==> src/knn_sorted_candidate_list_assert.svh <==
// ----------------------------------------------------------------------------
// Assertion macros for the sorted candidate list
// Shared concurrent checks, clocked on aclk and held off while aresetn is low.
// ----------------------------------------------------------------------------
`ifndef KNN_SORTED_CANDIDATE_LIST_ASSERT_SVH
`define KNN_SORTED_CANDIDATE_LIST_ASSERT_SVH

// A condition that holds at every clock edge.
`define KNN_ASSERT_ALWAYS(label, expr, msg) \
    label: assert property (@(posedge aclk) disable iff (!aresetn) (expr)) \
        else $error(msg);

// A consequence that holds in the same cycle as its trigger.
`define KNN_ASSERT_IMPLIES(label, ante, cons, msg) \
    label: assert property (@(posedge aclk) disable iff (!aresetn) (ante) |-> (cons)) \
        else $error(msg);

// A consequence that holds in the cycle after its trigger.
`define KNN_ASSERT_NEXT(label, ante, cons, msg) \
    label: assert property (@(posedge aclk) disable iff (!aresetn) (ante) |=> (cons)) \
        else $error(msg);

`endif

==> src/knn_pkg.sv <==
// ----------------------------------------------------------------------------
// knn_pkg
// Shared widths, register map, configuration and word types of the sorted
// candidate list.
// ----------------------------------------------------------------------------
package knn_pkg;

    // Field widths.
    localparam int DIST_W    = 50;
    localparam int ID_W      = 32;
    localparam int CFG_W     = 24;
    localparam int CFG_EXT_W = 32;
    localparam int LIMIT_W   = 7;
    localparam int RANK_W    = 6;

    // Configuration port.
    localparam int APB_AW    = 5;
    localparam int APB_DW    = 32;
    localparam int REG_IDX_W = 3;

    localparam logic [REG_IDX_W-1:0] REG_CENTER_X = 3'd0;
    localparam logic [REG_IDX_W-1:0] REG_CENTER_Y = 3'd1;
    localparam logic [REG_IDX_W-1:0] REG_CENTER_Z = 3'd2;
    localparam logic [REG_IDX_W-1:0] REG_LIMIT    = 3'd3;
    localparam logic [REG_IDX_W-1:0] REG_EXCLUDED = 3'd4;

    localparam logic [LIMIT_W-1:0] LIMIT_RESET = 7'd40;
    localparam logic [DIST_W-1:0]  DIST_MAX    = {DIST_W{1'b1}};

    // Configuration registers.
    typedef struct packed {
        logic [CFG_W-1:0]   center_x;
        logic [CFG_W-1:0]   center_y;
        logic [CFG_W-1:0]   center_z;
        logic [LIMIT_W-1:0] neighbour_limit;
        logic [ID_W-1:0]    excluded_id;
    } cfg_t;

    localparam cfg_t CFG_RESET = '{
        center_x:        '0,
        center_y:        '0,
        center_z:        '0,
        neighbour_limit: LIMIT_RESET,
        excluded_id:     '0
    };

    // A candidate after the distance pipeline.
    typedef struct packed {
        logic              vld;
        logic              ins;
        logic              final_pt;
        logic [DIST_W-1:0] dsq;
        logic [ID_W-1:0]   id;
    } pt_word_t;

    // Broadcast control from the top level to every cell.
    typedef struct packed {
        logic              step;
        logic              ins;
        logic              rd_shift;
        logic [DIST_W-1:0] dsq;
        logic [ID_W-1:0]   id;
    } cell_ctrl_t;

    // Contents of one cell as seen by its neighbors.
    typedef struct packed {
        logic              occ;
        logic [DIST_W-1:0] dsq;
        logic [ID_W-1:0]   id;
    } cell_data_t;

    typedef enum logic {
        ST_IDLE,
        ST_DUMP
    } state_t;

endpackage

==> src/knn_regs.sv <==
// ----------------------------------------------------------------------------
// knn_regs
// APB-style configuration registers: query center, neighbor limit and the
// identifier of the query point.
// ----------------------------------------------------------------------------
module knn_regs (
    input  logic                        aclk,
    input  logic                        aresetn,
    input  logic                        psel,
    input  logic                        penable,
    input  logic                        pwrite,
    input  logic [knn_pkg::APB_AW-1:0]  paddr,
    input  logic [knn_pkg::APB_DW-1:0]  pwdata,
    output logic [knn_pkg::APB_DW-1:0]  prdata,
    output logic                        pready,
    output knn_pkg::cfg_t               cfg
);
    import knn_pkg::*;

    cfg_t                 cfg_reg;
    logic                 wr_en;
    logic [REG_IDX_W-1:0] reg_idx;

    assign wr_en   = psel & penable & pwrite;
    assign reg_idx = paddr[APB_AW-1:2];
    assign pready  = 1'b1;
    assign cfg     = cfg_reg;

    // Register writes.
    always_ff @(posedge aclk) begin
        if (!aresetn) begin
            cfg_reg <= CFG_RESET;
        end else if (wr_en) begin
            unique case (reg_idx)
                REG_CENTER_X: cfg_reg.center_x        <= pwdata[CFG_W-1:0];
                REG_CENTER_Y: cfg_reg.center_y        <= pwdata[CFG_W-1:0];
                REG_CENTER_Z: cfg_reg.center_z        <= pwdata[CFG_W-1:0];
                REG_LIMIT:    cfg_reg.neighbour_limit <= pwdata[LIMIT_W-1:0];
                REG_EXCLUDED: cfg_reg.excluded_id     <= pwdata[ID_W-1:0];
                default: begin
                end
            endcase
        end
    end

    // Register reads.
    always_comb begin
        unique case (reg_idx)
            REG_CENTER_X: prdata = APB_DW'(cfg_reg.center_x);
            REG_CENTER_Y: prdata = APB_DW'(cfg_reg.center_y);
            REG_CENTER_Z: prdata = APB_DW'(cfg_reg.center_z);
            REG_LIMIT:    prdata = APB_DW'(cfg_reg.neighbour_limit);
            REG_EXCLUDED: prdata = APB_DW'(cfg_reg.excluded_id);
            default:      prdata = '0;
        endcase
    end

endmodule

==> config.mk <==
export PLATFORM = sky130hd
export DESIGN_NAME = knn_regs
export DESIGN_NICKNAME = d
export VERILOG_FILES = /design/src/knn_sorted_candidate_list_assert.svh /design/src/knn_pkg.sv /design/src/knn_regs.sv
export SDC_FILE = /design/constraint.sdc
export NUM_CORES = 1
export LEC_CHECK = 0
export BUFFER_PORTS_ARGS = -buffer_cell sky130_fd_sc_hd__buf_2
export CAP_MARGIN = 20
export CORE_MARGIN = 2
export CORE_UTILIZATION = 50
export CTS_CLUSTER_DIAMETER = 100
export DETAILED_ROUTE_END_ITERATION = 10
export PLACE_DENSITY = 0.89
export REMOVE_ABC_BUFFERS = 1
export SKIP_CTS_REPAIR_TIMING = 1
export SLEW_MARGIN = 20
export SYNTH_ARGS = -nofsm -noshare
export SYNTH_HDL_FRONTEND = slang
export SYNTH_SLANG_ARGS = --single-unit
==> constraint.sdc <==
create_clock -name aclk -period 1.25 [get_ports aclk]
set_input_delay 0.0625 -clock aclk [delete_from_list [all_inputs] [get_ports aclk]]
set_output_delay 0.0625 -clock aclk [all_outputs]
set_load 0.01 [all_outputs]
==> flow_summary_export.csv <==
group,metric,value,unit
synth,ys_ff_latch,111,
layout,antenna_cells,0,
clock_tree,clock_latency,0.36,ns
sta,grt_setup_unrepaired,"true",
place,place.detailed.hpwl,10300,um
die,initial_utilization,51.7,%
synth,syn_avg_cell_area,9.61,sq um
hold_path,hold_class,"in -> reg",
setup_path,reg2reg_from,"cfg[37]$_SDFFE_PN1P_",
sta,finalClockSkew,0,ns
global_route,grt-busiest-layer,"met2",
sta,max_freq,0.727,GHz
setup_path,cp_max_fo,3,
synth,synthTopCellsByArea,"dfxtp_1, mux2i_1, nand2_1, nand3b_1, o211ai_1",
run_status,status,"finished, violations left",
die,fp.dieH,105,um
clock_tree,clkTransAtPathRegs,0.11,ns
global_route,overflow,0,
drt,totalWireLength,15200,um
drt,drtAntennaViolNets,0,
clock_tree,cts_sinks,111,
sta,fin_tns_setup,-0.490,ns
layout,final_cell_count_no_fill,870,
die,fp.coreArea,9770,sq um
place,place_congestion,0.813,
drt,drt-initial-drc-count,302,
clock_tree,htree_num_levels,3,
synth,synth_cell_type_count,28,
die,io_pins,186,
global_route,use_met3,4.70,%
die,rows,36,
setup_path,end_kind,"output port",
synth,synth.top_cells.by_count,"nand2_1, mux2i_1, dfxtp_1",
synth,syn_area,5050,sq um
drt,drc_errors,0,
setup_path,startpoint,"cfg[42]$_SDFFE_PN0P_",
place,placed_area,6270,sq um
sta,drv_slew,0,
pwr,p_leak,3.09,nW
synth,ys_seq_area_share,44.0,%
pwr,fin_total_pwr,6.22,mW
global_route,grtUsageMet1,30.6,%
global_route,grt_max_degree,76,
clock_tree,cts_root_buffer,"clkbuf_8",
place,io_buffers,182,
synth,synth_edf_count,0,
place,dp_slack,-0.104,ns
drt,vias_per_cell,5.40,
sta,period_share,110,%
global_route,grt_util_all_layers,25.4,%
run,cap_violations,0,
synth,yosysMostFrequentCell,"nand2_1",
drt,dr_total_vias,4696,
synth,ys.flop_type,"dfxtp_1",
run_status,violations,"negative setup slack",
layout,drive_gt1_share,40.3,%
pwr,powerDensity,916,nW/um^2
hold_path,min_from,"pwdata[12]",
synth,yosysTopAreaCellShare,44.0,%
global_route,grt_pass1_vias,4497,
setup_path,path_class,"reg -> out",
synth,async_flop_share,0,%
clock_tree,cts_buffers,9,
layout,fillers,760,
die,dieWidth,105,um
clock_tree,cts_tree,"yes",
global_route,antenna_found_initial,0,
die,dieArea,10900,sq um
sta,finalSetupViolCount,8,
synth,syn_inst,526,
layout,layout.nets,774,
setup_path,required,1.19,ns
layout,largest_reg_flops,111,
drt,first_pass_iters,5,
setup_path,worstPathArrival,1.31,ns
place,dp.cells,828,
pwr,vdd_ir_drop_max,0.710,mV
synth,yosysTopAreaCell,"dfxtp_1",
layout,synthToLayoutAreaGrowth,34.5,%
global_route,grt.met2_usage,45.7,%
sta,min_period,1.38,ns
sta,setup_ws,-0.126,ns
clock_tree,cts_buffer_depth,2,
global_route,grt_pass1_wl,22600,um
setup_path,start_kind,"flop",
drt,routedWlPerCell,17.5,um
sta,hold_viol_final,0,
layout,fin_area,6800,sq um
synth,yosysWarnings,0,
[layout by cell type, fill, tap and decap left out]
| cell | n |
|---|---|
| dlygate4sd3_1 | 10 |
| clkinv_4 | 1 |
| nor3b_4 | 2 |
| or2_1 | 1 |
| and2_1 | 8 |
| nand2_1 | 158 |
| o311ai_1 | 2 |
| buf_12 | 13 |
| buf_6 | 6 |
| buf_4 | 26 |
| o22ai_1 | 7 |
| nand3b_1 | 17 |
| nand4_2 | 1 |
| clkbuf_8 | 10 |
| o21a_1 | 1 |
| dfxtp_1 | 66 |
| clkbuf_1 | 1 |
| o21ai_2 | 1 |
| conb_1 | 1 |
| o21ai_0 | 2 |
| clkbuf_16 | 2 |
| inv_8 | 1 |
| clkinv_2 | 1 |
| a21o_1 | 7 |
| nor2b_2 | 1 |
| inv_1 | 2 |
| clkinvlp_4 | 1 |
| buf_2 | 180 |
| inv_6 | 1 |
| nor2_8 | 2 |
| nor2_2 | 1 |
| o211ai_1 | 16 |
| mux2i_1 | 140 |
| nand4b_4 | 1 |
| nor2_4 | 1 |
| nand2b_1 | 1 |
| dfxtp_2 | 45 |
[worst max-delay path, stage by stage (launching register included)]
cell and delay, ns:
dfxtp_1 0.34, mux2i_1 0.19, o22ai_1 0.13, a21o_1 0.16
buf_2 0.13
[cells by family after synthesis]
kind of cell	count (synthesis)	share of synthesized area (%)
multiplexers	140	27.7
AND/OR/NAND/NOR	194	18.0
AO/OA/AOI/OAI	36	5.08
buffers and inverters	44	5.15
other	1	0.0742
flip-flops	111	44.0
[area by class of cell]
class | instances | area [sq um] | area share, %
well taps | 133 | 166 | 2.45
multi-input cells | 371 | 2590 | 38.1
clock inverters | 5 | 41.3 | 0.607
clock buffers | 11 | 141 | 2.08
inverters | 2 | 7.51 | 0.110
flip-flops and latches | 111 | 2280 | 33.5
repair buffers | 237 | 1570 | 23.2
[metrics by stage]
| step | hold WS [ns] | utilization, % |
|---|---|---|
| detailed placement | 0.324 | 64.2 |
| finish | 0.0164 | 69.5 |
| floorplan | 0.141 | - |
| global placement | 0.310 | 64.2 |
| global route | 0.00826 | 69.5 |
| CTS | -0.0699 | 66.1 |
[final timing paths]
| check | end | slack [ns] | cells after the start |
|---|---|---|---|
| setup / recovery | prdata[3] | -0.13 | 4 |
| setup reg to reg | cfg[37]$_SDFFE_PN1P_ | 0.39 | 3 |
| hold reg to reg | cfg[51]$_SDFFE_PN0P_ | 0.47 | 2 |
| hold / removal | cfg[99]$_SDFFE_PN0P_ | 0.02 | 3 |
[layer usage]
layer	wire length, um	share of wire (%)
met5	0	0
met4	233	1.5
met3	937	6.2
met2	7890	52
met1	6130	40
[power breakdown]
group / internal (mW) / switching [mW]
Combinational: 0.268 / 0.349
Clock: 0.804 / 1.22
Sequential: 3.56 / 0.0213
No activity file was read; power rests on OpenSTA's default activity.
