[src/knn_sorted_candidate_list_assert.svh]
// ----------------------------------------------------------------------------
// Assertion macros for the sorted candidate list
// Shared concurrent checks, clocked on aclk and held off while aresetn is low.
// ----------------------------------------------------------------------------
`ifndef KNN_SORTED_CANDIDATE_LIST_ASSERT_SVH
`define KNN_SORTED_CANDIDATE_LIST_ASSERT_SVH

// A condition that holds at every clock edge.
`define KNN_ASSERT_ALWAYS(label, expr, msg) \
    label: assert property (@(posedge aclk) disable iff (!aresetn) (expr)) \
        else $error(msg);

// A consequence that holds in the same cycle as its trigger.
`define KNN_ASSERT_IMPLIES(label, ante, cons, msg) \
    label: assert property (@(posedge aclk) disable iff (!aresetn) (ante) |-> (cons)) \
        else $error(msg);

// A consequence that holds in the cycle after its trigger.
`define KNN_ASSERT_NEXT(label, ante, cons, msg) \
    label: assert property (@(posedge aclk) disable iff (!aresetn) (ante) |=> (cons)) \
        else $error(msg);

`endif

[src/knn_pkg.sv]
// ----------------------------------------------------------------------------
// knn_pkg
// Shared widths, register map, configuration and word types of the sorted
// candidate list.
// ----------------------------------------------------------------------------
package knn_pkg;

    // Field widths.
    localparam int DIST_W    = 50;
    localparam int ID_W      = 32;
    localparam int CFG_W     = 24;
    localparam int CFG_EXT_W = 32;
    localparam int LIMIT_W   = 7;
    localparam int RANK_W    = 6;

    // Configuration port.
    localparam int APB_AW    = 5;
    localparam int APB_DW    = 32;
    localparam int REG_IDX_W = 3;

    localparam logic [REG_IDX_W-1:0] REG_CENTER_X = 3'd0;
    localparam logic [REG_IDX_W-1:0] REG_CENTER_Y = 3'd1;
    localparam logic [REG_IDX_W-1:0] REG_CENTER_Z = 3'd2;
    localparam logic [REG_IDX_W-1:0] REG_LIMIT    = 3'd3;
    localparam logic [REG_IDX_W-1:0] REG_EXCLUDED = 3'd4;

    localparam logic [LIMIT_W-1:0] LIMIT_RESET = 7'd40;
    localparam logic [DIST_W-1:0]  DIST_MAX    = {DIST_W{1'b1}};

    // Configuration registers.
    typedef struct packed {
        logic [CFG_W-1:0]   center_x;
        logic [CFG_W-1:0]   center_y;
        logic [CFG_W-1:0]   center_z;
        logic [LIMIT_W-1:0] neighbour_limit;
        logic [ID_W-1:0]    excluded_id;
    } cfg_t;

    localparam cfg_t CFG_RESET = '{
        center_x:        '0,
        center_y:        '0,
        center_z:        '0,
        neighbour_limit: LIMIT_RESET,
        excluded_id:     '0
    };

    // A candidate after the distance pipeline.
    typedef struct packed {
        logic              vld;
        logic              ins;
        logic              final_pt;
        logic [DIST_W-1:0] dsq;
        logic [ID_W-1:0]   id;
    } pt_word_t;

    // Broadcast control from the top level to every cell.
    typedef struct packed {
        logic              step;
        logic              ins;
        logic              rd_shift;
        logic [DIST_W-1:0] dsq;
        logic [ID_W-1:0]   id;
    } cell_ctrl_t;

    // Contents of one cell as seen by its neighbors.
    typedef struct packed {
        logic              occ;
        logic [DIST_W-1:0] dsq;
        logic [ID_W-1:0]   id;
    } cell_data_t;

    typedef enum logic {
        ST_IDLE,
        ST_DUMP
    } state_t;

endpackage

[src/knn_dist.sv]
// ----------------------------------------------------------------------------
// knn_dist
// Three-stage squared distance pipeline: absolute differences, squares, then
// a saturating sum. Also flags the query point itself.
// ----------------------------------------------------------------------------
module knn_dist #(
    parameter int COORD_BITS = 24
) (
    input  logic                          aclk,
    input  logic                          aresetn,
    input  logic                          in_vld,
    input  logic signed [COORD_BITS-1:0]  point_x,
    input  logic signed [COORD_BITS-1:0]  point_y,
    input  logic signed [COORD_BITS-1:0]  point_z,
    input  logic [knn_pkg::ID_W-1:0]      point_id,
    input  logic                          final_point,
    input  knn_pkg::cfg_t                 cfg,
    output knn_pkg::pt_word_t             pt
);
    import knn_pkg::*;

    localparam int SQ_W  = 2 * COORD_BITS;
    localparam int SUM_W = SQ_W + 2;
    localparam int EXT_W = (SUM_W > DIST_W) ? SUM_W : DIST_W + 1;

    // Center coordinates, read as COORD_BITS-bit signed values.
    logic [CFG_EXT_W-1:0]          cx_ext, cy_ext, cz_ext;
    logic signed [COORD_BITS-1:0]  cx, cy, cz;
    logic signed [COORD_BITS:0]    dx, dy, dz;
    logic [COORD_BITS-1:0]         ax_next, ay_next, az_next;

    assign cx_ext = CFG_EXT_W'(cfg.center_x);
    assign cy_ext = CFG_EXT_W'(cfg.center_y);
    assign cz_ext = CFG_EXT_W'(cfg.center_z);
    assign cx     = signed'(cx_ext[COORD_BITS-1:0]);
    assign cy     = signed'(cy_ext[COORD_BITS-1:0]);
    assign cz     = signed'(cz_ext[COORD_BITS-1:0]);

    // Differences and their magnitudes.
    assign dx = {point_x[COORD_BITS-1], point_x} - {cx[COORD_BITS-1], cx};
    assign dy = {point_y[COORD_BITS-1], point_y} - {cy[COORD_BITS-1], cy};
    assign dz = {point_z[COORD_BITS-1], point_z} - {cz[COORD_BITS-1], cz};

    assign ax_next = dx[COORD_BITS] ? COORD_BITS'(-dx) : COORD_BITS'(dx);
    assign ay_next = dy[COORD_BITS] ? COORD_BITS'(-dy) : COORD_BITS'(dy);
    assign az_next = dz[COORD_BITS] ? COORD_BITS'(-dz) : COORD_BITS'(dz);

    // Stage A: magnitudes.
    logic                  a_vld_reg;
    logic [COORD_BITS-1:0] a_ax_reg, a_ay_reg, a_az_reg;
    logic [ID_W-1:0]       a_id_reg;
    logic                  a_ins_reg, a_final_reg;

    // Stage B: squares.
    logic                  b_vld_reg;
    logic [SQ_W-1:0]       b_sx_reg, b_sy_reg, b_sz_reg;
    logic [ID_W-1:0]       b_id_reg;
    logic                  b_ins_reg, b_final_reg;

    // Stage C: saturated distance.
    logic                  c_vld_reg;
    logic [DIST_W-1:0]     c_dist_reg;
    logic [ID_W-1:0]       c_id_reg;
    logic                  c_ins_reg, c_final_reg;

    logic [SQ_W-1:0]       sx_next, sy_next, sz_next;
    logic [EXT_W-1:0]      sum_next;
    logic [DIST_W-1:0]     dist_next;

    assign sx_next = SQ_W'(a_ax_reg) * SQ_W'(a_ax_reg);
    assign sy_next = SQ_W'(a_ay_reg) * SQ_W'(a_ay_reg);
    assign sz_next = SQ_W'(a_az_reg) * SQ_W'(a_az_reg);

    assign sum_next  = EXT_W'(b_sx_reg) + EXT_W'(b_sy_reg) + EXT_W'(b_sz_reg);
    assign dist_next = (sum_next > EXT_W'(DIST_MAX)) ? DIST_MAX : sum_next[DIST_W-1:0];

    // Stage valid flags.
    always_ff @(posedge aclk) begin
        if (!aresetn) begin
            a_vld_reg <= 1'b0;
            b_vld_reg <= 1'b0;
            c_vld_reg <= 1'b0;
        end else begin
            a_vld_reg <= in_vld;
            b_vld_reg <= a_vld_reg;
            c_vld_reg <= b_vld_reg;
        end
    end

    // Stage payloads advance every cycle.
    always_ff @(posedge aclk) begin
        a_ax_reg    <= ax_next;
        a_ay_reg    <= ay_next;
        a_az_reg    <= az_next;
        a_id_reg    <= point_id;
        a_ins_reg   <= (point_id != cfg.excluded_id);
        a_final_reg <= final_point;

        b_sx_reg    <= sx_next;
        b_sy_reg    <= sy_next;
        b_sz_reg    <= sz_next;
        b_id_reg    <= a_id_reg;
        b_ins_reg   <= a_ins_reg;
        b_final_reg <= a_final_reg;

        c_dist_reg  <= dist_next;
        c_id_reg    <= b_id_reg;
        c_ins_reg   <= b_ins_reg;
        c_final_reg <= b_final_reg;
    end

    assign pt = '{vld: c_vld_reg, ins: c_ins_reg, final_pt: c_final_reg,
                  dsq: c_dist_reg, id: c_id_reg};

endmodule

[config.mk]
export PLATFORM = sky130hd
export DESIGN_NAME = knn_dist
export DESIGN_NICKNAME = d
export VERILOG_FILES = /design/src/knn_sorted_candidate_list_assert.svh /design/src/knn_pkg.sv /design/src/knn_dist.sv
export SDC_FILE = /design/constraint.sdc
export NUM_CORES = 2
export LEC_CHECK = 0
export ABC_AREA = 1
export BUFFER_PORTS_ARGS = -buffer_cell sky130_fd_sc_hd__buf_4
export CORE_MARGIN = 2
export CORE_UTILIZATION = 34
export DETAILED_ROUTE_END_ITERATION = 16
export SYNTH_ARGS = -nofsm -noshare
export SYNTH_HDL_FRONTEND = slang
export SYNTH_SLANG_ARGS = --single-unit
[constraint.sdc]
create_clock -name aclk -period 9.4 [get_ports aclk]
set_input_delay 2.82 -clock aclk [delete_from_list [all_inputs] [get_ports aclk]]
set_output_delay 2.82 -clock aclk [all_outputs]
set_load 0.01 [all_outputs]
==> impl_metrics.csv <==
group,metric,value,unit
timing,rsz0062_at_grt,"false",
hold_path,min_path_type,"reg2reg",
floorplan,rows,165,
clocking,worstSkewPairLatency,640,ps
clocking,ctsHtreeMaxLevel,2,
drt,dr_wl_met3,8520,um
placement,detailedPlace.worstSlack,2120,ps
grt,grt_max_degree,27,
clocking,holdBufCountCts,0,
final_layout,fin_cells,11600,
clocking,post_cts_resize_count,0,
final_layout,final_common_cell,"inv_1",
yosys,synth.cell_area,0.0689,sq mm
timing,slew_viol_final,0,
yosys,syn-instance-count,8636,
placement,dpl.hpwl,151000,um
flow_run,max_cap_violations,0,
floorplan,design.die.area,0.206,sq mm
timing,setup-tns-final,0,ps
drt,detailed_route_wire_length_per_cell,15.0,um
drt,via_to_cell_ratio,4.58,
final_layout,layout-area-overhead-vs-synth,10.1,%
yosys,synth.ff_latch_count,368,
timing,worstMarginPinSlew,1190,ps
clocking,numCtsBuffers,43,
drt,finalWirelength,174000,um
yosys,asyncSetResetFlopFracSynth,0,
grt,grt_antenna_before_repair,2,
floorplan,die_y,454,um
timing,max_freq,137,MHz
timing,finClkSkew,30.3,ps
drt,detail-route-antenna-nets,0,
timing,setup_slack,2100,ps
clocking,cts_setup_buffers,0,
placement,buffer_ports.inserted,296,
clocking,tritoncts,"done",
worst_setup_path,critical_path_arrival,7850,ps
placement,finalWeightedCongestion,0.910,
floorplan,die-width,454,um
worst_setup_path,type_of_element_capturing_the_critical_path,"flop",
grt,globalRouteTotalUtil,0.173,
worst_setup_path,start_kind,"flop",
drt,detail_route.wirelength.met1,75300,um
yosys,synth_area_leader_cell,"fa_1",
timing,finalSetupViolCount,0,
grt,grt_overflow_total,0,
yosys,synth-edff-count,0,
yosys,ys.flop_type,"dfxtp_1",
floorplan,initial_core_util,0.341,
drt,firstDrtPassIters,8,
clocking,clock-root-buffer,"clkbuf_16",
yosys,syn_area_cell,7.97,sq um
clocking,clock_tree.buffer_depth,3,
clocking,numClockSinks,368,
placement,dpl.cell_count,11500,
yosys,yosys.area.top_type_share,0.383,
timing,layout_min_cycle_time,7300,ps
status,status,"complete, no violations",
timing,timing.max_slew.rel_slack,0.207,
timing,final_hold_fails,0,
timing,tcrit_tclk_final,0.776,
final_layout,share_of_cells_above_drive_strength_1,0.0554,
drt,drc_errors,0,
yosys,seq_area_frac_synth,0.107,
drt,dr.max_layer_used,"met4",
final_layout,final_cell_mix,"2664 x inv_1, 1796 x nand2_1, 1317 x fa_1",
drt,route.met2.wl,85000,um
drt,dr.first_iter.drc_count,2979,
grt,number_of_global_route_vias_before_repair,56600,
clocking,clkSlewWorstSetupHoldPaths,60,ps
yosys,synth_warnings,0,
grt,grt_pass1_wl,288000,um
yosys,synth_area_leaders,"fa_1 38%, inv_1 15%, ha_1 12%, dfxtp_1 11%, nand2_1 9.8%",
drt,num_vias,53100,
final_layout,max_ffs_per_register,50,
worst_setup_path,crit_required,9950,ps
yosys,synth_cell_type_count,47,
floorplan,core,0.202,sq mm
worst_setup_path,critPathMaxFanout,17,
floorplan,design.portCount,304,
final_layout,final_nets,11100,
worst_setup_path,timing_worst_setup_path_type,"reg2reg",
[final timing paths]
check               start           end  slack, ps  cells past startpoint
max           a_az_reg[4]  b_sz_reg[36]       2100                     24
min reg2reg  b_id_reg[12]  c_id_reg[12]        320                      0
min          b_id_reg[12]  c_id_reg[12]        320                      0
max reg2reg   a_az_reg[4]  b_sz_reg[36]       2100                     24
[layer usage]
| layer | GRT usage | up-vias |
|---|---|---|
| li1 | - | 25500 |
| met4 | 0.0537 | 0 |
| met3 | 0.0182 | 232 |
| met2 | 0.302 | 1257 |
| met1 | 0.225 | 26000 |
| met5 | 0 | - |
[through the flow]
step            util  cell area, sq um  hold slack, ps
2_1_floorplan      -             68900             310
3_3_place_gp   0.368             74300             310
3_5_place_dp   0.368             74300             312
4_1_cts        0.376             75800             326
5_1_grt        0.376             75800             329
6_report       0.376             75800             325
[logic make-up after synthesis]
| kind of cell | Yosys count | share of synthesized area |
|---|---|---|
| buffers and inverters | 2833 | 0.155 |
| and+or+nand+nor | 2567 | 0.150 |
| adders and majority gates | 1960 | 0.500 |
| AOI/OAI and AO/OA | 612 | 0.0499 |
| DFF | 368 | 0.107 |
| xor gates and xnor gates | 294 | 0.0379 |
| other | 2 | 0.000109 |
[worst max-delay path, stage by stage (launching register included)]
cell	delay (ps)
dfxtp_1	1070
nand2_1	290
fa_1	600
inv_1	50
fa_1	470
inv_1	50
fa_1	490
fa_1	520
inv_1	60
fa_1	490
fa_1	490
inv_1	50
fa_1	480
inv_1	50
ha_1	370
a21oi_1	230
inv_1	70
a31oi_1	310
o21ai_0	180
nand2_1	90
nand2_1	60
a21oi_1	200
o21ai_0	160
a21oi_1	190
xnor2_1	160
[cell usage after synthesis (12+ instances only)]
cell type,n
a21o_1,35
a21oi_1,285
a31oi_1,49
clkbuf_1,149
dfxtp_1,368
fa_1,1317
ha_1,643
inv_1,2664
nand2_1,1796
nand2_2,15
nand3_1,189
nand3b_1,15
nand4_1,71
nor2_1,399
nor3_1,28
nor4_1,12
o21a_1,18
o21ai_0,145
o21ai_1,15
o21bai_1,25
xnor2_1,114
xor2_1,177
[area by class of cell]
cell class                 instances  area, sq um
multi-input combinational       5436        50800
tap                             2672         3340
clock buffer                      51         1140
antenna                            1         2.50
clock inverter                    27          359
inverter                        2675        10000
fill                           20700       126000
timing repair buffer             365         2740
sequential                       368         7370
Power is left out: the tool's default activity adds up to more than one toggle a clock period on the data nets, which glitch-free logic cannot reach.
