--- src/knn_sorted_candidate_list_assert.svh ---
// ----------------------------------------------------------------------------
// Assertion macros for the sorted candidate list
// Shared concurrent checks, clocked on aclk and held off while aresetn is low.
// ----------------------------------------------------------------------------
`ifndef KNN_SORTED_CANDIDATE_LIST_ASSERT_SVH
`define KNN_SORTED_CANDIDATE_LIST_ASSERT_SVH

// A condition that holds at every clock edge.
`define KNN_ASSERT_ALWAYS(label, expr, msg) \
    label: assert property (@(posedge aclk) disable iff (!aresetn) (expr)) \
        else $error(msg);

// A consequence that holds in the same cycle as its trigger.
`define KNN_ASSERT_IMPLIES(label, ante, cons, msg) \
    label: assert property (@(posedge aclk) disable iff (!aresetn) (ante) |-> (cons)) \
        else $error(msg);

// A consequence that holds in the cycle after its trigger.
`define KNN_ASSERT_NEXT(label, ante, cons, msg) \
    label: assert property (@(posedge aclk) disable iff (!aresetn) (ante) |=> (cons)) \
        else $error(msg);

`endif

--- src/knn_pkg.sv ---
// ----------------------------------------------------------------------------
// knn_pkg
// Shared widths, register map, configuration and word types of the sorted
// candidate list.
// ----------------------------------------------------------------------------
package knn_pkg;

    // Field widths.
    localparam int DIST_W    = 50;
    localparam int ID_W      = 32;
    localparam int CFG_W     = 24;
    localparam int CFG_EXT_W = 32;
    localparam int LIMIT_W   = 7;
    localparam int RANK_W    = 6;

    // Configuration port.
    localparam int APB_AW    = 5;
    localparam int APB_DW    = 32;
    localparam int REG_IDX_W = 3;

    localparam logic [REG_IDX_W-1:0] REG_CENTER_X = 3'd0;
    localparam logic [REG_IDX_W-1:0] REG_CENTER_Y = 3'd1;
    localparam logic [REG_IDX_W-1:0] REG_CENTER_Z = 3'd2;
    localparam logic [REG_IDX_W-1:0] REG_LIMIT    = 3'd3;
    localparam logic [REG_IDX_W-1:0] REG_EXCLUDED = 3'd4;

    localparam logic [LIMIT_W-1:0] LIMIT_RESET = 7'd40;
    localparam logic [DIST_W-1:0]  DIST_MAX    = {DIST_W{1'b1}};

    // Configuration registers.
    typedef struct packed {
        logic [CFG_W-1:0]   center_x;
        logic [CFG_W-1:0]   center_y;
        logic [CFG_W-1:0]   center_z;
        logic [LIMIT_W-1:0] neighbour_limit;
        logic [ID_W-1:0]    excluded_id;
    } cfg_t;

    localparam cfg_t CFG_RESET = '{
        center_x:        '0,
        center_y:        '0,
        center_z:        '0,
        neighbour_limit: LIMIT_RESET,
        excluded_id:     '0
    };

    // A candidate after the distance pipeline.
    typedef struct packed {
        logic              vld;
        logic              ins;
        logic              final_pt;
        logic [DIST_W-1:0] dsq;
        logic [ID_W-1:0]   id;
    } pt_word_t;

    // Broadcast control from the top level to every cell.
    typedef struct packed {
        logic              step;
        logic              ins;
        logic              rd_shift;
        logic [DIST_W-1:0] dsq;
        logic [ID_W-1:0]   id;
    } cell_ctrl_t;

    // Contents of one cell as seen by its neighbors.
    typedef struct packed {
        logic              occ;
        logic [DIST_W-1:0] dsq;
        logic [ID_W-1:0]   id;
    } cell_data_t;

    typedef enum logic {
        ST_IDLE,
        ST_DUMP
    } state_t;

endpackage

--- src/knn_cell.sv ---
// ----------------------------------------------------------------------------
// knn_cell
// One slot of the sorted list. It compares the broadcast distance with its
// own entry and either keeps it, takes the new word, or takes its lower
// neighbor's entry; during readout it takes its upper neighbor's entry.
// ----------------------------------------------------------------------------
module knn_cell (
    input  logic                 aclk,
    input  logic                 aresetn,
    input  knn_pkg::cell_ctrl_t  ctrl,
    input  logic                 active,
    input  logic                 prev_ahead,
    input  knn_pkg::cell_data_t  low,
    input  knn_pkg::cell_data_t  high,
    output logic                 ahead,
    output knn_pkg::cell_data_t  q
);
    import knn_pkg::*;

    logic              occ_reg, occ_next;
    logic [DIST_W-1:0] dist_reg, dist_next;
    logic [ID_W-1:0]   id_reg, id_next;
    logic              occ_eff, take_new, take_low;

    // The new word goes after every entry whose distance is not larger.
    assign occ_eff  = occ_reg & active;
    assign ahead    = occ_eff & ~(ctrl.dsq < dist_reg);
    assign take_new = ctrl.ins & active & prev_ahead & ~ahead;
    assign take_low = ctrl.ins & active & ~prev_ahead;

    always_comb begin
        occ_next  = occ_reg;
        dist_next = dist_reg;
        id_next   = id_reg;
        if (ctrl.rd_shift) begin
            occ_next  = high.occ;
            dist_next = high.dsq;
            id_next   = high.id;
        end else if (ctrl.step) begin
            if (take_low) begin
                occ_next  = low.occ;
                dist_next = low.dsq;
                id_next   = low.id;
            end else if (take_new) begin
                occ_next  = 1'b1;
                dist_next = ctrl.dsq;
                id_next   = ctrl.id;
            end else begin
                // Slots at or past the limit are dropped here.
                occ_next  = occ_eff;
            end
        end
    end

    always_ff @(posedge aclk) begin
        if (!aresetn) begin
            occ_reg <= 1'b0;
        end else begin
            occ_reg <= occ_next;
        end
    end

    always_ff @(posedge aclk) begin
        dist_reg <= dist_next;
        id_reg   <= id_next;
    end

    assign q = '{occ: occ_reg, dsq: dist_reg, id: id_reg};

endmodule

--- config.mk ---
export PLATFORM = sky130hd
export DESIGN_NAME = knn_cell
export DESIGN_NICKNAME = d
export VERILOG_FILES = /design/src/knn_sorted_candidate_list_assert.svh /design/src/knn_pkg.sv /design/src/knn_cell.sv
export SDC_FILE = /design/constraint.sdc
export NUM_CORES = 1
export LEC_CHECK = 0
export BUFFER_PORTS_ARGS = -buffer_cell sky130_fd_sc_hd__clkbuf_2
export CAP_MARGIN = 20
export CORE_ASPECT_RATIO = 0.9
export CORE_UTILIZATION = 30
export DETAILED_ROUTE_END_ITERATION = 6
export SETUP_SLACK_MARGIN = 0.05
export SYNTH_ARGS = -nofsm -noshare
export SYNTH_HDL_FRONTEND = slang
export SYNTH_SLANG_ARGS = --single-unit
--- constraint.sdc ---
create_clock -name aclk -period 19.9 [get_ports aclk]
set_input_delay 2.985 -clock aclk [delete_from_list [all_inputs] [get_ports aclk]]
set_output_delay 2.985 -clock aclk [all_outputs]
set_load 0.005 [all_outputs]
==> results.ini, run 1 <==
[run_status]
status=complete, no violations

[yosys]
synth_fp_nets=851
avgSynthCellArea_sq_um=9.948
synth_edf_count=82
synth_top_flop_cell=edfxtp_1
synthTopCellsByArea=edfxtp_1, mux2i_1, ha_1, o21ai_1, nand2_1
yosysTopAreaCell=edfxtp_1
ys_warn_count=0
synth_most_common_cell=nand2_1
netlist-cell-type-count=31
yosysTopAreaCellShare_pct=45.25
syn_inst=547
synth_area_sq_mm=0.005441
yosysSeqAreaShare_pct=45.62
yosys-top-cells-count=nand2_1, o21ai_1, edfxtp_1, mux2i_1, inv_1
synthArstFlopShare_pct=0
ys_ff_latch=83

[power]
p_sw_uw=141.5
p_int_uw=366.1
pwr-share-clk_pct=35.3
peakVddDrop_mv=0.04326
seq_power_share_pct=42.8
switching_share_pct=27.87
power-per-cell-area_mw_per_mm2=65.84
combPwrFrac_pct=21.8
leakagePower_nw=4.268

[route]
via_count=4981
antenna_left=0
initialDrtViolationCount=141
drtPass1Iterations=4
wl_per_cell_um=14.67
drc=0
wirelength_mm=16.41
avgViaCountPerCell=4.451

[clock_tree]
ctsResizeCount=0
cts_max_path_buffers=2
insertion_delay_ns=0.35
clk_pin_slew_ns=0.06
ctsHoldBuffers=0
cts-root-buf=clkbuf_16
cts_tree=done
clock-sinks=83
cts-htree-levels=3
cts_buffers=9
post-cts-setup-buffer-count=0

[timing]
min_period_ns=8.149
worstMarginPinSlew_ns=0.8470
finalSetupTns_ns=0
slew_viol_final=0
skew_ns=0.008771
rsz0062_at_grt=no
hold_viol=0
timing.final.crit_share_pct=40.95
max_clock_freq_ghz=0.1227
slew_headroom_pct=43.53
finalSetupViolations=0

[final_layout]
largest_reg_flops=50
fillCellCount=1754
nets=1178
syn2layout_area_growth_pct=41.66
antennaDiodeCount=0
layout-drive-gt1-share_pct=41.30
final_util_pct=43.63

[critical_path]
cp-start-kind=primary input
crit_path_end_kind=output port
reg2reg_slack_ns=16.32
path_max_fanout=3
arrival_ns=5.16
path_class=in -> out
cp_data_required_time_ns=16.91

[grt]
grt_pass1_vias=4626
grtUsageTotal_pct=17.54
antenna_found_initial=0
grt_first_pass_wirelength_mm=24.36
grt_max_degree=88
overflow=0

[die]
design.die.area_sq_mm=0.01868
fp.dieH_um=129.8
core_area_sq_mm=0.01767
rows=46
initial_core_util_pct=30.80
die_w_um=144.0
ioPinCount=339

[run]
cap_viol_max_count=0

[placement]
gp_congestion=0.8484
hpwlAfterDp_mm=13.56
numPortBuffers=338

[worst_hold_path]
worstHoldPathType=reg -> reg

[worst paths after layout]
check	startpoint	cells after the start	end
worst max-delay path	ctrl[77]	9	ahead
worst min-delay path	occ_reg	2	occ_reg
worst max register to register	dist_reg[3]	11	id_reg[11]
worst min register to register	occ_reg	2	occ_reg
[cells in the final DEF, fill, tap and decap left out, types with 7 or more instances in the layout]
cell type and instances:
nand4_1 10, nand2_1 95, nor2_1 7, o21ai_0 8
clkbuf_16 9, o21ai_1 84, ha_1 49, mux2i_1 82
a21oi_1 20, clkbuf_2 337, inv_1 52, edfxtp_1 82
[power groups by stage]
stage / sequential [mW] / combinational [mW] / clock (mW)
4_1_cts: 0.218 / 0.112 / 0.186
5_1_grt: 0.219 / 0.126 / 0.192
6_report: 0.217 / 0.111 / 0.179
2_1_floorplan: 0.224 / 0.0518 / 0
3_5_place_dp: 0.222 / 0.112 / 0
3_3_place_gp: 0.221 / 0.111 / 0
[metal layers]
layer,vias to the layer above,share of wire (%),global-route usage (%)
met5,-,0,0
met4,0,2.5,6.821
met3,20,7.3,4.550
met2,203,49,31.32
met1,2141,41,20.03
li1,2617,-,-
[worst max-delay path: stages]
cell and delay [ns]:
clkbuf_2 0.09, ha_1 0.29, nand4_1 0.19, nor4_2 0.46, nand2_1 0.12, or4_1 0.47
o21ai_1 0.27, o21ba_1 0.16, clkbuf_2 0.12
[logic make-up after synthesis]
kind of cell	synth area share (%)
AO/OA/AOI/OAI	12.23
adder cells (fa/ha/maj)	11.27
buffers and inverters	5.772
flip-flops	45.62
multiplexers	15.08
AND/OR/NAND/NOR	10.03
[stage by stage]
step | setup slack [ns] | instance area (sq um) | hold WS [ns] | instances | power, mW
3_5_place_dp | 11.73 | 7366 | 0.5042 | 1102 | 0.3332
6_report | 11.75 | 7709 | 0.5090 | 1119 | 0.5076
5_1_grt | 11.59 | 7709 | 0.5504 | 1119 | 0.5374
4_1_cts | 11.72 | 7681 | 0.5128 | 1118 | 0.5154
2_1_floorplan | 11.13 | 5441 | 0.4620 | 547 | 0.2756
3_3_place_gp | 11.77 | 7366 | 0.5059 | 1102 | 0.3317
[layout make-up]
cell class | count | area [sq um] | share of cell area, %
Clock inverter | 7 | 90.09 | 1.169
Tap cell | 240 | 300.3 | 3.895
Multi-Input combinational cell | 384 | 2656 | 34.46
Inverter | 52 | 195.2 | 2.532
Sequential cell | 83 | 2482 | 32.20
Clock buffer | 9 | 225.2 | 2.922
Timing Repair Buffer | 344 | 1759 | 22.82
(Power assumes the default switching activity.)
==> inputs of run 2 (changes only) <==
==> constraint.sdc (replaced) <==
create_clock -name aclk -period 6.75 [get_ports aclk]
set_input_delay 1.0125 -clock aclk [delete_from_list [all_inputs] [get_ports aclk]]
set_output_delay 1.0125 -clock aclk [all_outputs]
set_load 0.005 [all_outputs]
==> results.ini, run 2 (same netlist as run 1, synthesis figures left out) <==
[timing]
min_period_ns=4.160
finalSetupViolations=0  ; unchanged
slew_viol_final=0  ; unchanged
worstMarginPinSlew_ns=0.8279  ; -0.01916 ns
timing.final.crit_share_pct=61.62
rsz0062_at_grt=no
finalSetupTns_ns=0  ; unchanged
hold_viol=0  ; unchanged
skew_ns=0.01204  ; +0.003269 ns
slew_headroom_pct=44.81  ; +1.3 points
max_clock_freq_ghz=0.2404

[power]
leakagePower_nw=4.245  ; -0.54%
peakVddDrop_mv=0.1383  ; +220%
power-per-cell-area_mw_per_mm2=191.1  ; +190%

[critical_path]
path_class=in -> out
crit_chain=clkbuf_2 > ha_1 > nand4_1 > nor4_2 > nand2_1 > or4_1 > o21ai_1 > o21ba_1 > clkbuf_2
critPathSlowestCell=or4_1
arrival_ns=3.15  ; -2.01 ns
max_stage_delay_ns=0.48  ; about the same
crit_top_cell=clkbuf_2
cp_data_required_time_ns=5.74  ; -11.17 ns
path_max_fanout=3  ; unchanged
crit_path_end_kind=output port
cp-start-kind=primary input

[placement]
hpwlAfterDp_mm=13.36  ; -1.5%
place_area_sq_mm=0.007373  ; +0.10%
numPortBuffers=338  ; unchanged
gp_congestion=0.8337  ; -1.7%

[final_layout]
final_common_cell=clkbuf_2
multi_input_area_sq_mm=0.002656  ; unchanged
seq_area_sq_mm=0.002482  ; unchanged
final_area_sq_mm=0.007675  ; -0.44%
layout_common_cells=clkbuf_2, nand2_1, o21ai_1
layout-drive-gt1-share_pct=41.30  ; unchanged
antennaDiodeCount=0  ; unchanged
largest_reg_flops=50  ; unchanged
syn2layout_area_growth_pct=41.04
nets=1178  ; unchanged
fillCellCount=1788  ; +1.9%

[clock_tree]
cts_max_path_buffers=2  ; unchanged
clk_pin_slew_ns=0.07  ; about the same
insertion_delay_ns=0.34  ; about the same
cts_tree=done
cts-root-buf=clkbuf_16
clock-sinks=83  ; unchanged
cts_buffers=9  ; unchanged
ctsResizeCount=0  ; unchanged
ctsHoldBuffers=0  ; unchanged
cts-htree-levels=3  ; unchanged
post-cts-setup-buffer-count=0  ; unchanged

[route]
wirelength_mm=16.12  ; -1.8%
wl_per_cell_um=14.40  ; -1.8%
drtPass1Iterations=4  ; unchanged
drc=0  ; unchanged
via_count=5000  ; +0.38%
avgViaCountPerCell=4.468  ; +0.38%
antenna_left=0  ; unchanged
initialDrtViolationCount=133  ; -5.7%

[run_status]
status=complete, no violations

[grt]
grt_max_degree=67  ; -24%
grt_pass1_vias=4637  ; +0.24%
antenna_found_initial=0  ; unchanged
grt_first_pass_wirelength_mm=23.68  ; -2.8%
overflow=0  ; unchanged
grtUsageTotal_pct=16.96  ; -0.58 points

[worst_hold_path]
worstHoldPathType=reg -> reg

[die]
design.die.area_sq_mm=0.01868  ; unchanged
ioPinCount=339  ; unchanged
core_area_sq_mm=0.01767  ; unchanged
fp.dieH_um=129.8  ; unchanged
initial_core_util_pct=30.80  ; unchanged
rows=46  ; unchanged
die_w_um=144.0  ; unchanged

[run]
cap_viol_max_count=0  ; unchanged

run 2: final timing paths:
check / startpoint / endpoint / slack, ns / cells after the start
min reg2reg: occ_reg / occ_reg / 0.49 / 2
min: occ_reg / occ_reg / 0.49 / 2
max reg2reg: dist_reg[3] / id_reg[25] / 3.70 / 10
max: ctrl[76] / ahead / 2.59 / 9
run 2: routing by layer:
| layer | GRT usage, % | part of all wire (%) | vias to the layer above |
|---|---|---|---|
| met4 | 7.071 | 2.6 | 0 |
| met1 | 19.18 | 41 | 2163 |
| met5 | 0 | 0 | - |
| met2 | 30.21 | 49 | 202 |
| li1 | - | - | 2610 |
| met3 | 4.514 | 7.5 | 25 |
run 2: worst max-delay path: cells and delay by family:
family	cells	cell delay (ns)
AOI/OAI and AO/OA	2	0.43
and+or+nand+nor	4	1.22
buffers and inverters	2	0.21
adders and majority gates	1	0.29
run 2: through the flow:
step / setup WS, ns / instances / hold WS (ns) / util, % / total power [mW]
finish: 2.590 / 1119 / 0.4922 / 43.44 / 1.466
global route: 2.434 / 1119 / 0.5076 / 43.44 / 1.550
CTS: 2.561 / 1119 / 0.4957 / 43.44 / 1.493
detailed placement: 2.559 / 1103 / 0.4859 / 41.73 / 0.9820
global placement: 2.609 / 1103 / 0.4871 / 41.73 / 0.9777
floorplan: 1.627 / 547 / 0.4620 / - / 0.8108
run 2: report_power, final:
group	internal, mW	total, mW	switching [mW]
sequential	0.623	0.640	0.0174
combinational	0.156	0.324	0.168
clock	0.289	0.502	0.213
total	1.07	1.47	0.398
run 2: area by class of cell:
type | instances | area share, %
inverters | 52 | 2.543
clock buffers | 9 | 2.934
flip-flops and latches | 83 | 32.34
multi-input cells | 384 | 34.61
repair buffers | 344 | 22.66
clock inverters | 7 | 0.9945
well taps | 240 | 3.913
==> inputs of run 3 (changes only) <==
==> constraint.sdc (replaced) <==
create_clock -name aclk -period 3.4 [get_ports aclk]
set_input_delay 0.51 -clock aclk [delete_from_list [all_inputs] [get_ports aclk]]
set_output_delay 0.51 -clock aclk [all_outputs]
set_load 0.005 [all_outputs]
==> results.ini, run 3 (same netlist as run 1, synthesis figures left out) <==
[run_status]
status=complete, no violations

[clock_tree]
cts-htree-levels=3  ; unchanged
clock-sinks=83  ; unchanged
cts_tree=done
cts_buffers=9  ; unchanged
insertion_delay_ns=0.34  ; about the same
cts-root-buf=clkbuf_16
cts_max_path_buffers=2  ; unchanged
clk_pin_slew_ns=0.07  ; about the same

[final_layout]
final_common_cell=clkbuf_2
layout-drive-gt1-share_pct=42.05  ; +0.75 points
syn2layout_area_growth_pct=43.14
nets=1179  ; +0.085%
largest_reg_flops=50  ; unchanged
antennaDiodeCount=0  ; unchanged
layout_common_cells=clkbuf_2, nand2_1, o21ai_1

[critical_path]
startpoint=dist_reg[35]
rr_startpoint=dist_reg[3]
r2r-end=dist_reg[11]
arrival_ns=2.72  ; -0.43 ns
path_class=reg -> out
reg2reg_slack_ns=0.56  ; -3.14 ns
r2r_cells=10  ; unchanged
cp-start-kind=flop
crit_path_end_kind=output port
path_max_fanout=2  ; -1
cp_data_required_time_ns=2.89  ; -2.85 ns

[timing]
worstMarginPinSlew_ns=0.8099  ; -0.01793 ns
holdWs_ns=0.4000  ; -0.09213 ns
finalSetupTns_ns=0  ; unchanged
skew_ns=0.01379  ; +0.001754 ns
max_clock_freq_ghz=0.3100
hold_viol=0  ; unchanged
rsz0062_at_grt=no
slew_viol_final=0  ; unchanged
timing.final.crit_share_pct=94.88
finalSetupViolations=0  ; unchanged
slew_headroom_pct=46.00  ; +1.2 points
min_period_ns=3.226

[route]
drtPass1Iterations=5  ; +1
via_count=5009  ; +0.18%
avgViaCountPerCell=4.472  ; about the same
wirelength_mm=16.29  ; +1.1%
wl_per_cell_um=14.55  ; +1.0%
drc=0  ; unchanged
initialDrtViolationCount=160  ; +20%
antenna_left=0  ; unchanged

[worst_hold_path]
worstHoldPathCells=3  ; +1
hold_end=occ_reg
hp-start=aresetn
worstHoldPathType=in -> reg

[placement]
numPortBuffers=338  ; unchanged
gp_congestion=0.8315  ; -0.26%
hpwlAfterDp_mm=13.50  ; +1.0%

[die]
die_w_um=144.0  ; unchanged
rows=46  ; unchanged
ioPinCount=339  ; unchanged
core_area_sq_mm=0.01767  ; unchanged
initial_core_util_pct=30.80  ; unchanged
design.die.area_sq_mm=0.01868  ; unchanged
fp.dieH_um=129.8  ; unchanged

[grt]
grt_max_degree=91  ; +36%
grt_first_pass_wirelength_mm=23.60  ; -0.35%
overflow=0  ; unchanged
grtUsageTotal_pct=16.96  ; about the same
grt_pass1_vias=4546  ; -2.0%
antenna_found_initial=0  ; unchanged

[run]
cap_viol_max_count=0  ; unchanged

[power]
power-per-cell-area_mw_per_mm2=386.0  ; +100%
peakVddDrop_mv=0.3058  ; +120%
leakagePower_nw=4.292  ; +1.1%

==> run 3: cell types whose count changed in the layout (fill, tap and decap cells not counted), sizes merged <==
cell and delta:
clkinvlp -1, inv +1, clkinv -1, buf +1, bufinv +1
==> run 3: repair_timing <==
| action | 4_1_cts | 5_1_grt |
|---|---|---|
| resized for setup | 0 | 1 |
| setup buffers | 0 | 1 |
| hold buffers | 0 | 0 |
| endpoints found under the setup margin | 0 | 1 |
==> run 3: report_power, final <==
part           leakage [nW]  internal, mW  switching (mW)
clock network         0.156         0.649           0.427
registers             0.831          1.24          0.0349
logic                  3.30         0.320           0.339
total                  4.29          2.21           0.800
==> run 3: cell type report <==
type | instances | area, sq um
Clock buffer | 9 | 225.2
Clock inverter | 7 | 98.84
Fill cell | 1761 | 9881
Inverter | 52 | 195.2
Multi-Input combinational cell | 384 | 2715
Sequential cell | 83 | 2482
Tap cell | 240 | 300.3
Timing Repair Buffer | 345 | 1772
==> run 3: worst max path at each step <==
stage,depth (start not counted),slack [ns],end
2_1_floorplan,8,-0.17,dist_reg[0]
3_3_place_gp,9,0.25,ahead
3_5_place_dp,9,0.20,ahead
4_1_cts,9,0.06,ahead
5_1_grt,9,0.04,ahead
6_report,9,0.17,ahead
==> run 3: critical path, cell delays in order (launching register included) <==
cell      delay, ns
edfxtp_1       0.38
inv_1          0.05
ha_1           0.29
nand4_1        0.17
nor4_4         0.37
nand2_1        0.13
or4_1          0.50
o21ai_2        0.22
o21ba_1        0.14
clkbuf_2       0.12
==> run 3: per-stage QoR <==
step | power (mW) | worst slack (ns) | instance area (sq um) | utilization, % | std cells
2_1_floorplan | 1.617 | -0.1749 | 5503 | - | 547
3_5_place_dp | 1.962 | 0.1977 | 7448 | 42.15 | 1103
4_1_cts | 3.049 | 0.06051 | 7772 | 43.99 | 1119
5_1_grt | 3.171 | 0.04324 | 7789 | 44.08 | 1120
3_3_place_gp | 1.953 | 0.2504 | 7448 | 42.15 | 1103
6_report | 3.006 | 0.1740 | 7789 | 44.08 | 1120
==> run 3: per-layer routing <==
metal / share of wire, % / GRT usage (%) / wire length [um]
met2: 50 / 30.49 / 8088
met1: 41 / 20.02 / 6755
met5: 0 / 0 / 0
met3: 7.7 / 4.771 / 1249
met4: 1.2 / 3.692 / 200
